[src/hw/rtl/fqs_pkg.sv]
// shared types and constants of the fetch queue with squash
`default_nettype none

package fqs_pkg;

    localparam int DEFAULT_QUEUE_DEPTH = 32;
    localparam int MAX_RESULTS         = 32;
    localparam int RESULT_CNT_W        = $clog2(MAX_RESULTS + 1);
    localparam int MACRO_MAX           = 15;

    localparam int TAG_W    = 16;
    localparam int SIZE_W   = 4;
    localparam int POS_W    = 5;
    localparam int COUNT_W  = 6;
    localparam int BYTES_W  = 9;
    localparam int TRACE_W  = 6;

    localparam int FLAG_TRACE_BIT = 0;
    localparam int FLAG_FIRST_BIT = 1;
    localparam int FLAG_SPEC_BIT  = 2;

    typedef enum logic [1:0] {
        ACT_PUSH    = 2'd0,
        ACT_REMOVE  = 2'd1,
        ACT_RECOVER = 2'd2
    } action_t;

    typedef enum logic [1:0] {
        STAT_OK      = 2'd0,
        STAT_BAD_POS = 2'd1,
        STAT_FULL    = 2'd2
    } status_t;

    typedef enum logic [2:0] {
        S_IDLE,
        S_TAKE,
        S_SHIFT,
        S_CHECK,
        S_FLUSH
    } state_t;

    typedef struct packed {
        logic [TAG_W-1:0]  tag;
        logic [SIZE_W-1:0] size;
        logic [2:0]        flags;
    } entry_t;

    typedef struct packed {
        logic             en;
        logic             rvalid;
        logic [TAG_W-1:0] tag;
        status_t          status;
        logic             last;
    } emit_t;

endpackage

`default_nettype wire

[src/hw/rtl/fetch_queue_squash_top.sv]
// ordered micro-op fetch queue with indexed remove and speculative squash
`default_nettype none

// Ordered micro-op fetch queue for one thread, held in a single-port-write,
// registered-read entry memory. Push, a rejected command and an unused action
// code give one result beat. A remove reads the entry at its position, then
// the compaction loop moves each younger entry down one slot at a time through
// the memory port, and then the result beat is sent. A recover reads the
// youngest entry, checks its speculative flag and reports it, entry by entry;
// it gives one beat per squashed entry, at most 32 per command (one beat with
// no removal if nothing is squashed); the last beat carries tlast. The input
// is not ready while a command is in progress or the output register holds a
// beat that is not being taken.
module fetch_queue_squash_top #(
    parameter int QUEUE_DEPTH = fqs_pkg::DEFAULT_QUEUE_DEPTH
) (
    input  wire logic        clk,
    input  wire logic        rst_n,
    input  wire logic        s_axis_tvalid,
    output logic             s_axis_tready,
    // uop_tag[15:0], macro_size[19:16], from_trace_cache[20], first_of_macro[21],
    // speculative[22], position[27:23], zero fill[31:28]
    input  wire logic [31:0] s_axis_tdata,
    // action[1:0]
    input  wire logic [1:0]  s_axis_tuser,
    output logic             m_axis_tvalid,
    input  wire logic        m_axis_tready,
    // removed_tag[15:0], status[17:16], entry_count[23:18], byte_occupancy[32:24],
    // trace_occupancy[38:33], zero fill[39]
    output logic [39:0]      m_axis_tdata,
    // removed_valid[0]
    output logic             m_axis_tuser,
    output logic             m_axis_tlast
);

    import fqs_pkg::*;

    localparam int AW   = (QUEUE_DEPTH > 1) ? $clog2(QUEUE_DEPTH) : 1;
    localparam int CW   = $clog2(QUEUE_DEPTH + 1);
    localparam int BW   = $clog2(QUEUE_DEPTH * MACRO_MAX + 1);
    localparam int PCW  = (CW > POS_W) ? CW : POS_W;
    localparam int SATW = 16;

    // input fields
    logic [TAG_W-1:0]  in_tag;
    logic [SIZE_W-1:0] in_size;
    logic              in_tc;
    logic              in_first;
    logic              in_spec;
    logic [POS_W-1:0]  in_pos;
    action_t           in_action;
    logic              in_acc;

    assign in_tag    = s_axis_tdata[15:0];
    assign in_size   = s_axis_tdata[19:16];
    assign in_tc     = s_axis_tdata[20];
    assign in_first  = s_axis_tdata[21];
    assign in_spec   = s_axis_tdata[22];
    assign in_pos    = s_axis_tdata[27:23];
    assign in_action = action_t'(s_axis_tuser);

    // control state
    state_t                  state_reg, state_next;
    logic [CW-1:0]           count_reg, count_next;
    logic [BW-1:0]           bytes_reg, bytes_next;
    logic [CW-1:0]           trace_reg, trace_next;
    logic [AW-1:0]           idx_reg, idx_next;
    logic [RESULT_CNT_W-1:0] n_reg, n_next;
    logic                    pend_valid_reg, pend_valid_next;
    logic [TAG_W-1:0]        pend_tag_reg, pend_tag_next;

    // entry memory
    entry_t        entry_mem [QUEUE_DEPTH];
    entry_t        rd_data_reg;
    logic          mem_we;
    logic [AW-1:0] mem_waddr;
    entry_t        mem_wdata;
    logic          mem_re;
    logic [AW-1:0] mem_raddr;

    // output register
    logic               out_valid_reg;
    logic               out_rvalid_reg;
    logic [TAG_W-1:0]   out_tag_reg;
    status_t            out_status_reg;
    logic [COUNT_W-1:0] out_count_reg;
    logic [BYTES_W-1:0] out_bytes_reg;
    logic [TRACE_W-1:0] out_trace_reg;
    logic               out_last_reg;
    logic               out_free;
    emit_t              emit;

    // shared take unit: counters after taking out the entry in rd_data_reg
    logic [CW-1:0] take_count;
    logic [BW-1:0] take_bytes;
    logic [CW-1:0] take_trace;
    logic          rd_tc;
    logic          rd_first;
    logic          rd_spec;

    logic          pos_ok;
    logic [CW-1:0] idx_p1_c;
    logic [RESULT_CNT_W-1:0] n_inc;

    assign out_free      = !out_valid_reg || m_axis_tready;
    assign s_axis_tready = (state_reg == S_IDLE) && out_free;
    assign in_acc        = s_axis_tvalid && s_axis_tready;

    assign rd_tc    = rd_data_reg.flags[FLAG_TRACE_BIT];
    assign rd_first = rd_data_reg.flags[FLAG_FIRST_BIT];
    assign rd_spec  = rd_data_reg.flags[FLAG_SPEC_BIT];

    always_comb
    begin
        take_count = (count_reg != '0) ? count_reg - CW'(1) : '0;
        take_bytes = bytes_reg;
        take_trace = trace_reg;
        if (!rd_tc && rd_first)
        begin
            take_bytes = (bytes_reg >= BW'(rd_data_reg.size))
                         ? bytes_reg - BW'(rd_data_reg.size) : '0;
        end
        if (rd_tc)
        begin
            take_trace = (trace_reg != '0) ? trace_reg - CW'(1) : '0;
        end
    end

    assign pos_ok   = PCW'(in_pos) < PCW'(count_reg);
    assign idx_p1_c = CW'(idx_reg) + CW'(1);
    assign n_inc    = n_reg + RESULT_CNT_W'(1);

    always_ff @(posedge clk or negedge rst_n)
    begin
        if (!rst_n)
        begin
            state_reg      <= S_IDLE;
            count_reg      <= '0;
            bytes_reg      <= '0;
            trace_reg      <= '0;
            idx_reg        <= '0;
            n_reg          <= '0;
            pend_valid_reg <= 1'b0;
        end
        else
        begin
            state_reg      <= state_next;
            count_reg      <= count_next;
            bytes_reg      <= bytes_next;
            trace_reg      <= trace_next;
            idx_reg        <= idx_next;
            n_reg          <= n_next;
            pend_valid_reg <= pend_valid_next;
        end
    end

    always_ff @(posedge clk)
    begin
        pend_tag_reg <= pend_tag_next;
    end

    always_comb
    begin
        state_next      = state_reg;
        count_next      = count_reg;
        bytes_next      = bytes_reg;
        trace_next      = trace_reg;
        idx_next        = idx_reg;
        n_next          = n_reg;
        pend_valid_next = pend_valid_reg;
        pend_tag_next   = pend_tag_reg;
        mem_we          = 1'b0;
        mem_waddr       = '0;
        mem_wdata       = '0;
        mem_re          = 1'b0;
        mem_raddr       = '0;
        emit            = '0;
        emit.status     = STAT_OK;

        unique case (state_reg)
            S_IDLE:
            begin
                if (in_acc)
                begin
                    unique case (in_action)
                        ACT_PUSH:
                        begin
                            emit.en   = 1'b1;
                            emit.last = 1'b1;
                            if (count_reg >= CW'(QUEUE_DEPTH))
                            begin
                                emit.status = STAT_FULL;
                            end
                            else
                            begin
                                mem_we                          = 1'b1;
                                mem_waddr                       = AW'(count_reg);
                                mem_wdata.tag                   = in_tag;
                                mem_wdata.size                  = in_size;
                                mem_wdata.flags[FLAG_TRACE_BIT] = in_tc;
                                mem_wdata.flags[FLAG_FIRST_BIT] = in_first;
                                mem_wdata.flags[FLAG_SPEC_BIT]  = in_spec;
                                count_next = count_reg + CW'(1);
                                if (!in_tc && in_first)
                                begin
                                    bytes_next = bytes_reg + BW'(in_size);
                                end
                                if (in_tc)
                                begin
                                    trace_next = trace_reg + CW'(1);
                                end
                            end
                        end
                        ACT_REMOVE:
                        begin
                            if (!pos_ok)
                            begin
                                emit.en     = 1'b1;
                                emit.last   = 1'b1;
                                emit.status = STAT_BAD_POS;
                            end
                            else
                            begin
                                mem_re     = 1'b1;
                                mem_raddr  = AW'(in_pos);
                                idx_next   = AW'(in_pos);
                                state_next = S_TAKE;
                            end
                        end
                        ACT_RECOVER:
                        begin
                            if (count_reg == '0)
                            begin
                                emit.en   = 1'b1;
                                emit.last = 1'b1;
                            end
                            else
                            begin
                                mem_re          = 1'b1;
                                mem_raddr       = AW'(count_reg - CW'(1));
                                n_next          = '0;
                                pend_valid_next = 1'b0;
                                state_next      = S_CHECK;
                            end
                        end
                        default:
                        begin
                            emit.en   = 1'b1;
                            emit.last = 1'b1;
                        end
                    endcase
                end
            end
            S_TAKE:
            begin
                count_next    = take_count;
                bytes_next    = take_bytes;
                trace_next    = take_trace;
                pend_tag_next = rd_data_reg.tag;
                if (CW'(idx_reg) < take_count)
                begin
                    mem_re     = 1'b1;
                    mem_raddr  = idx_reg + AW'(1);
                    state_next = S_SHIFT;
                end
                else
                begin
                    state_next = S_FLUSH;
                end
            end
            S_SHIFT:
            begin
                // move entry idx+1 down into idx, fetch idx+2 meanwhile
                mem_we    = 1'b1;
                mem_waddr = idx_reg;
                mem_wdata = rd_data_reg;
                idx_next  = idx_reg + AW'(1);
                if (idx_p1_c < count_reg)
                begin
                    mem_re    = 1'b1;
                    mem_raddr = AW'(idx_p1_c + CW'(1));
                end
                else
                begin
                    state_next = S_FLUSH;
                end
            end
            S_CHECK:
            begin
                if (pend_valid_reg)
                begin
                    // report the held removal once we know whether more follow
                    if (out_free)
                    begin
                        emit.en         = 1'b1;
                        emit.rvalid     = 1'b1;
                        emit.tag        = pend_tag_reg;
                        emit.last       = !rd_spec;
                        pend_valid_next = 1'b0;
                        if (!rd_spec)
                        begin
                            state_next = S_IDLE;
                        end
                    end
                end
                else if (!rd_spec)
                begin
                    if (out_free)
                    begin
                        emit.en    = 1'b1;
                        emit.last  = 1'b1;
                        state_next = S_IDLE;
                    end
                end
                else
                begin
                    count_next      = take_count;
                    bytes_next      = take_bytes;
                    trace_next      = take_trace;
                    pend_tag_next   = rd_data_reg.tag;
                    pend_valid_next = 1'b1;
                    n_next          = n_inc;
                    if ((take_count == '0) || (n_inc == RESULT_CNT_W'(MAX_RESULTS)))
                    begin
                        state_next = S_FLUSH;
                    end
                    else
                    begin
                        mem_re    = 1'b1;
                        mem_raddr = AW'(take_count - CW'(1));
                    end
                end
            end
            S_FLUSH:
            begin
                if (out_free)
                begin
                    emit.en         = 1'b1;
                    emit.rvalid     = 1'b1;
                    emit.tag        = pend_tag_reg;
                    emit.last       = 1'b1;
                    pend_valid_next = 1'b0;
                    state_next      = S_IDLE;
                end
            end
            default:
            begin
                state_next = S_IDLE;
            end
        endcase
    end

    always_ff @(posedge clk)
    begin
        if (mem_we)
        begin
            entry_mem[mem_waddr] <= mem_wdata;
        end
        if (mem_re)
        begin
            rd_data_reg <= entry_mem[mem_raddr];
        end
    end

    // counter snapshots, saturated to the field widths
    logic [SATW-1:0] sat_count;
    logic [SATW-1:0] sat_bytes;
    logic [SATW-1:0] sat_trace;

    assign sat_count = SATW'(count_next);
    assign sat_bytes = SATW'(bytes_next);
    assign sat_trace = SATW'(trace_next);

    always_ff @(posedge clk or negedge rst_n)
    begin
        if (!rst_n)
        begin
            out_valid_reg <= 1'b0;
        end
        else if (emit.en)
        begin
            out_valid_reg <= 1'b1;
        end
        else if (m_axis_tready)
        begin
            out_valid_reg <= 1'b0;
        end
    end

    always_ff @(posedge clk)
    begin
        if (emit.en)
        begin
            out_rvalid_reg <= emit.rvalid;
            out_tag_reg    <= emit.tag;
            out_status_reg <= emit.status;
            out_last_reg   <= emit.last;
            out_count_reg  <= (sat_count > SATW'((1 << COUNT_W) - 1))
                              ? COUNT_W'((1 << COUNT_W) - 1) : sat_count[COUNT_W-1:0];
            out_bytes_reg  <= (sat_bytes > SATW'((1 << BYTES_W) - 1))
                              ? BYTES_W'((1 << BYTES_W) - 1) : sat_bytes[BYTES_W-1:0];
            out_trace_reg  <= (sat_trace > SATW'((1 << TRACE_W) - 1))
                              ? TRACE_W'((1 << TRACE_W) - 1) : sat_trace[TRACE_W-1:0];
        end
    end

    assign m_axis_tvalid = out_valid_reg;
    assign m_axis_tdata  = {1'b0, out_trace_reg, out_bytes_reg, out_count_reg,
                            out_status_reg, out_tag_reg};
    assign m_axis_tuser  = out_rvalid_reg;
    assign m_axis_tlast  = out_last_reg;

`ifndef SYNTHESIS
    a_count_bound: assert property (@(posedge clk) disable iff (!rst_n)
        count_reg <= CW'(QUEUE_DEPTH))
        else $error("entry count above queue depth");

    a_shift_in_range: assert property (@(posedge clk) disable iff (!rst_n)
        (state_reg == S_SHIFT) |-> (CW'(idx_reg) < count_reg))
        else $error("compaction index past the last entry");

    a_no_accept_on_busy_out: assert property (@(posedge clk) disable iff (!rst_n)
        s_axis_tready |-> (!m_axis_tvalid || m_axis_tready))
        else $error("input ready while result beat is stalled");

    a_squash_limit: assert property (@(posedge clk) disable iff (!rst_n)
        n_reg <= RESULT_CNT_W'(MAX_RESULTS))
        else $error("squash count past result limit");

    a_held_removal: assert property (@(posedge clk) disable iff (!rst_n)
        (pend_valid_reg && (state_reg == S_CHECK)) |-> (n_reg != '0))
        else $error("held squash result without a squashed entry");
`endif

endmodule

`default_nettype wire

[config.mk]
export PLATFORM = sky130hd
export DESIGN_NAME = fetch_queue_squash_top
export DESIGN_NICKNAME = d
export VERILOG_FILES = /design/src/hw/rtl/fqs_pkg.sv /design/src/hw/rtl/fetch_queue_squash_top.sv
export SDC_FILE = /design/constraint.sdc
export NUM_CORES = 1
export LEC_CHECK = 0
export ABC_AREA = 1
export BUFFER_PORTS_ARGS = -buffer_cell sky130_fd_sc_hd__buf_2
export CAP_MARGIN = 0
export CORE_ASPECT_RATIO = 2
export CORE_MARGIN = 2
export CORE_UTILIZATION = 59
export CTS_CLUSTER_DIAMETER = 60
export DETAILED_ROUTE_END_ITERATION = 6
export HOLD_SLACK_MARGIN = 0.12
export PLACE_DENSITY_LB_ADDON = 0.05
export SYNTH_ARGS = -nofsm -noshare
export SYNTH_HDL_FRONTEND = slang
export SYNTH_SLANG_ARGS = --single-unit
[constraint.sdc]
create_clock -name clk -period 8.75 [get_ports clk]
set_clock_uncertainty 0.1 [all_clocks]
set_input_delay 0.875 -clock clk [delete_from_list [all_inputs] [get_ports clk]]
set_output_delay 0.875 -clock clk [all_outputs]
set_load 0.01 [all_outputs]
==> impl_metrics.yaml <==
logic_synthesis:
  synth_top_family_by_area: "simple AND/OR/NAND/NOR gates"
  synth_nets: 3228
  yosysSeqAreaShare_pct: 70.1
  yosys_warnings: 0
  async_reset_ff_share_pct: 4.34
  synth_flop_cell: "edfxtp_1"
  yosys.area_share.simple_pct: 21.5
  synth_area_per_cell_um2: 11.5
  synth_edf_count: 816
  synth_compound_gate_area_share_pct: 2.75
  synthMuxAreaShare_pct: 0.121
  synthAdderAreaFrac_pct: 1.32
  syn_area_um2: 36300
  netlist_instances: 3153
  synthXorXnorAreaFrac_pct: 0.410
  ys_ff_latch: 853
  synth_cell_types: 51
timing:
  rsz0062_at_grt: "no"
  period_share_pct: 67.4
  max_freq_mhz: 169
  maxSlewHeadroom_pct: 10.5
  timing_hold_violations_final: 0
  finalSetupViolations: 0
  finalMaxSlewViolations: 0
  fin_ws_ns: 2.85
  min_period_ns: 5.90
  worst_slew_pin_slew_ns: 1.34
  fin_tns_setup_ns: 0
clock_tree:
  cts_resized: 0
  hold_buffers: 0
  cts_num_sinks: 853
  cts_tree: "done"
  cts-buffers-inserted: 74
  max-clock-path-buffers: 3
  cts-root-buf: "clkbuf_16"
  htreeDepth: 3
  insertion_delay_ns: 0.62
  clkTransAtPathRegs_ns: 0.07
  cts_setup_buffers: 0
drt:
  dr.pass1.iters: 5
  postRouteAntennaNets: 0
  vias: 25200
  drt_iter0_drc: 2422
  post-route-drc-count: 0
  avgRoutedWirePerCell_um: 25.0
  vias_per_cell: 6.25
  wl_mm: 101
cells_and_area:
  final_layout_size_suffix_gt1_share_pct: 9.90
  areaGrowthSynthToFinish_pct: 10.3
  fillers: 4538
  layout.nets: 3269
  largest_reg_flops: 736
critical_path:
  worstPathArrival_ns: 6.17
  crit_fanout: 68
  end_kind: "flip-flop"
  rr_startpoint: "count_reg[1]"
  rrSetupSlack_ns: 2.85
  r2r_end: "rd_data_reg[13]"
  worstPathRequired_ns: 9.02
  worstSetupStartpointType: "flip-flop"
  worstSetupPathType: "reg -> reg"
  r2r_cells: 20
die:
  start_util_pct: 59.6
  fp-row-count: 128
  ios: 82
  die_area_um2: 63600
  coreArea_um2: 60900
  die_height_um: 355
  fp.dieW_um: 179
placed_design:
  port-buffer-count: 76
  dpl_worst_slack_ns: 2.88
  gp_congestion: 0.907
  hpwl_mm: 57.8
grt:
  grt_pass1_vias: 25000
  track_usage_pct: 32.1
  grt_first_pass_wirelength_mm: 149
  antenna_found_initial: 4
  overflow: 0
  grt_max_degree: 185
power:
  ir_worst_vdd_v: 0.000460
  p_leak_nw: 14.9
  power_density_nw_per_um2: 428
hold_path:
  hold_path.class: "in -> async"
run_status:
  outcome: "finished, final reports clean"
flow_run:
  drv_cap: 0
-- cell type report --
class / count / area (um2) / area share [%]
Clock inverter: 49 / 642 / 1.60
Clock buffer: 86 / 1990 / 4.98
Timing Repair Buffer: 133 / 871 / 2.18
Multi-Input combinational cell: 1999 / 9600 / 24.0
Antenna cell: 2 / 5.00 / 0.0125
Tap cell: 780 / 976 / 2.44
Inverter: 133 / 500 / 1.25
Sequential cell: 853 / 25400 / 63.6
-- report_power, final --
group	leakage, nW	internal (mW)	switching, mW
combinational	5.55	2.24	5.81
clock	1.28	2.08	1.46
sequential	8.02	5.30	0.243
-- cells in the final DEF, fill, tap and decap left out, types with 3 or more instances in the layout --
master,count
clkbuf_16,78
o21ai_0,42
clkinv_1,15
nand4_1,16
nor3_1,11
a211oi_1,4
edfxtp_1,816
nand2_1,901
o22ai_1,6
clkinv_2,13
clkbuf_1,7
buf_4,52
buf_2,76
inv_1,121
nor4_1,3
xor2_1,15
o211ai_1,18
a32oi_1,6
nor2_1,77
clkinvlp_4,5
nand3_1,729
nand2_2,3
dfrtp_1,37
o221ai_1,8
nor2_2,40
a21oi_1,24
buf_12,5
nor2_4,3
ha_1,35
inv_2,9
a22o_1,19
bufinv_16,15
mux2_2,3
-- per-layer routing --
layer / global-route usage [%] / vias up / share of wire [%]
met2: 55.2 / 1185 / 52
met4: 19.6 / 0 / 6.6
li1: - / 11200 / -
met5: 0 / - / 0
met3: 4.50 / 345 / 6.6
met1: 37.6 / 12400 / 35
-- cell usage after synthesis (4+ instances only) --
cell	count	area (um2)
buf_1	4	15.0
buf_2	115	576
a22o_1	19	166
nor2_1	111	417
inv_1	122	458
o211ai_1	18	135
a21oi_1	24	120
clkbuf_1	19	71.3
ha_1	35	438
nand4_1	16	100
nor2_2	7	43.8
o22ai_1	8	50.1
a211oi_1	4	30.0
buf_4	24	180
a32oi_1	6	52.6
xor2_1	15	131
nor3_1	11	55.1
edfxtp_1	816	24500
o221ai_1	8	70.1
nand2_1	902	3390
o21ai_0	46	230
nand3_1	729	3650
dfrtp_1	37	926
inv_2	9	33.8
-- kinds of logic after synthesis --
logic type                 Yosys count
buffers and inverters              301
muxes                                4
DFF                                853
and+or+nand+nor                   1790
xor gates and xnor gates            17
adders and majority gates           37
AOI/OAI and AO/OA                  150
other                                1
-- critical path, stage by stage (launching register included) --
cell and delay, ns:
dfrtp_1 0.43, inv_1 0.27, ha_1 0.34, nand2_1 0.10, o21ai_0 0.35, inv_1 0.17
ha_1 0.34, a21oi_1 0.14, nand2_1 0.06, nand3_1 0.19, nand3_1 0.22, inv_1 0.10
nand2_1 0.05, nand4_1 0.09, buf_4 0.63, clkinv_2 0.69, buf_4 0.63, nand3_1 0.24
nand3_1 0.14, nand3_1 0.22, nand2_1 0.07
-- per-stage QoR --
stage	hold WS, ns	total power [mW]	util, %	area (um2)	std cells
after global placement	0.366	13.3	61.4	37400	3898
final	0.314	17.1	65.8	40000	4035
after global routing	0.396	18.1	65.8	40000	4035
after detailed placement	0.366	13.6	61.4	37400	3898
after CTS	0.328	17.1	65.7	40000	4033
after floorplan	0.327	11.2	-	36300	3153
-- worst max path at each step --
stage	start	endpoint
final	count_reg[1]	rd_data_reg[13]
after global routing	count_reg[1]	rd_data_reg[13]
after CTS	count_reg[1]	rd_data_reg[13]
after detailed placement	count_reg[1]	rd_data_reg[13]
after global placement	count_reg[1]	rd_data_reg[13]
after floorplan	m_axis_tready	entry_mem[12][0]
Power figures use the tool's default switching activity.
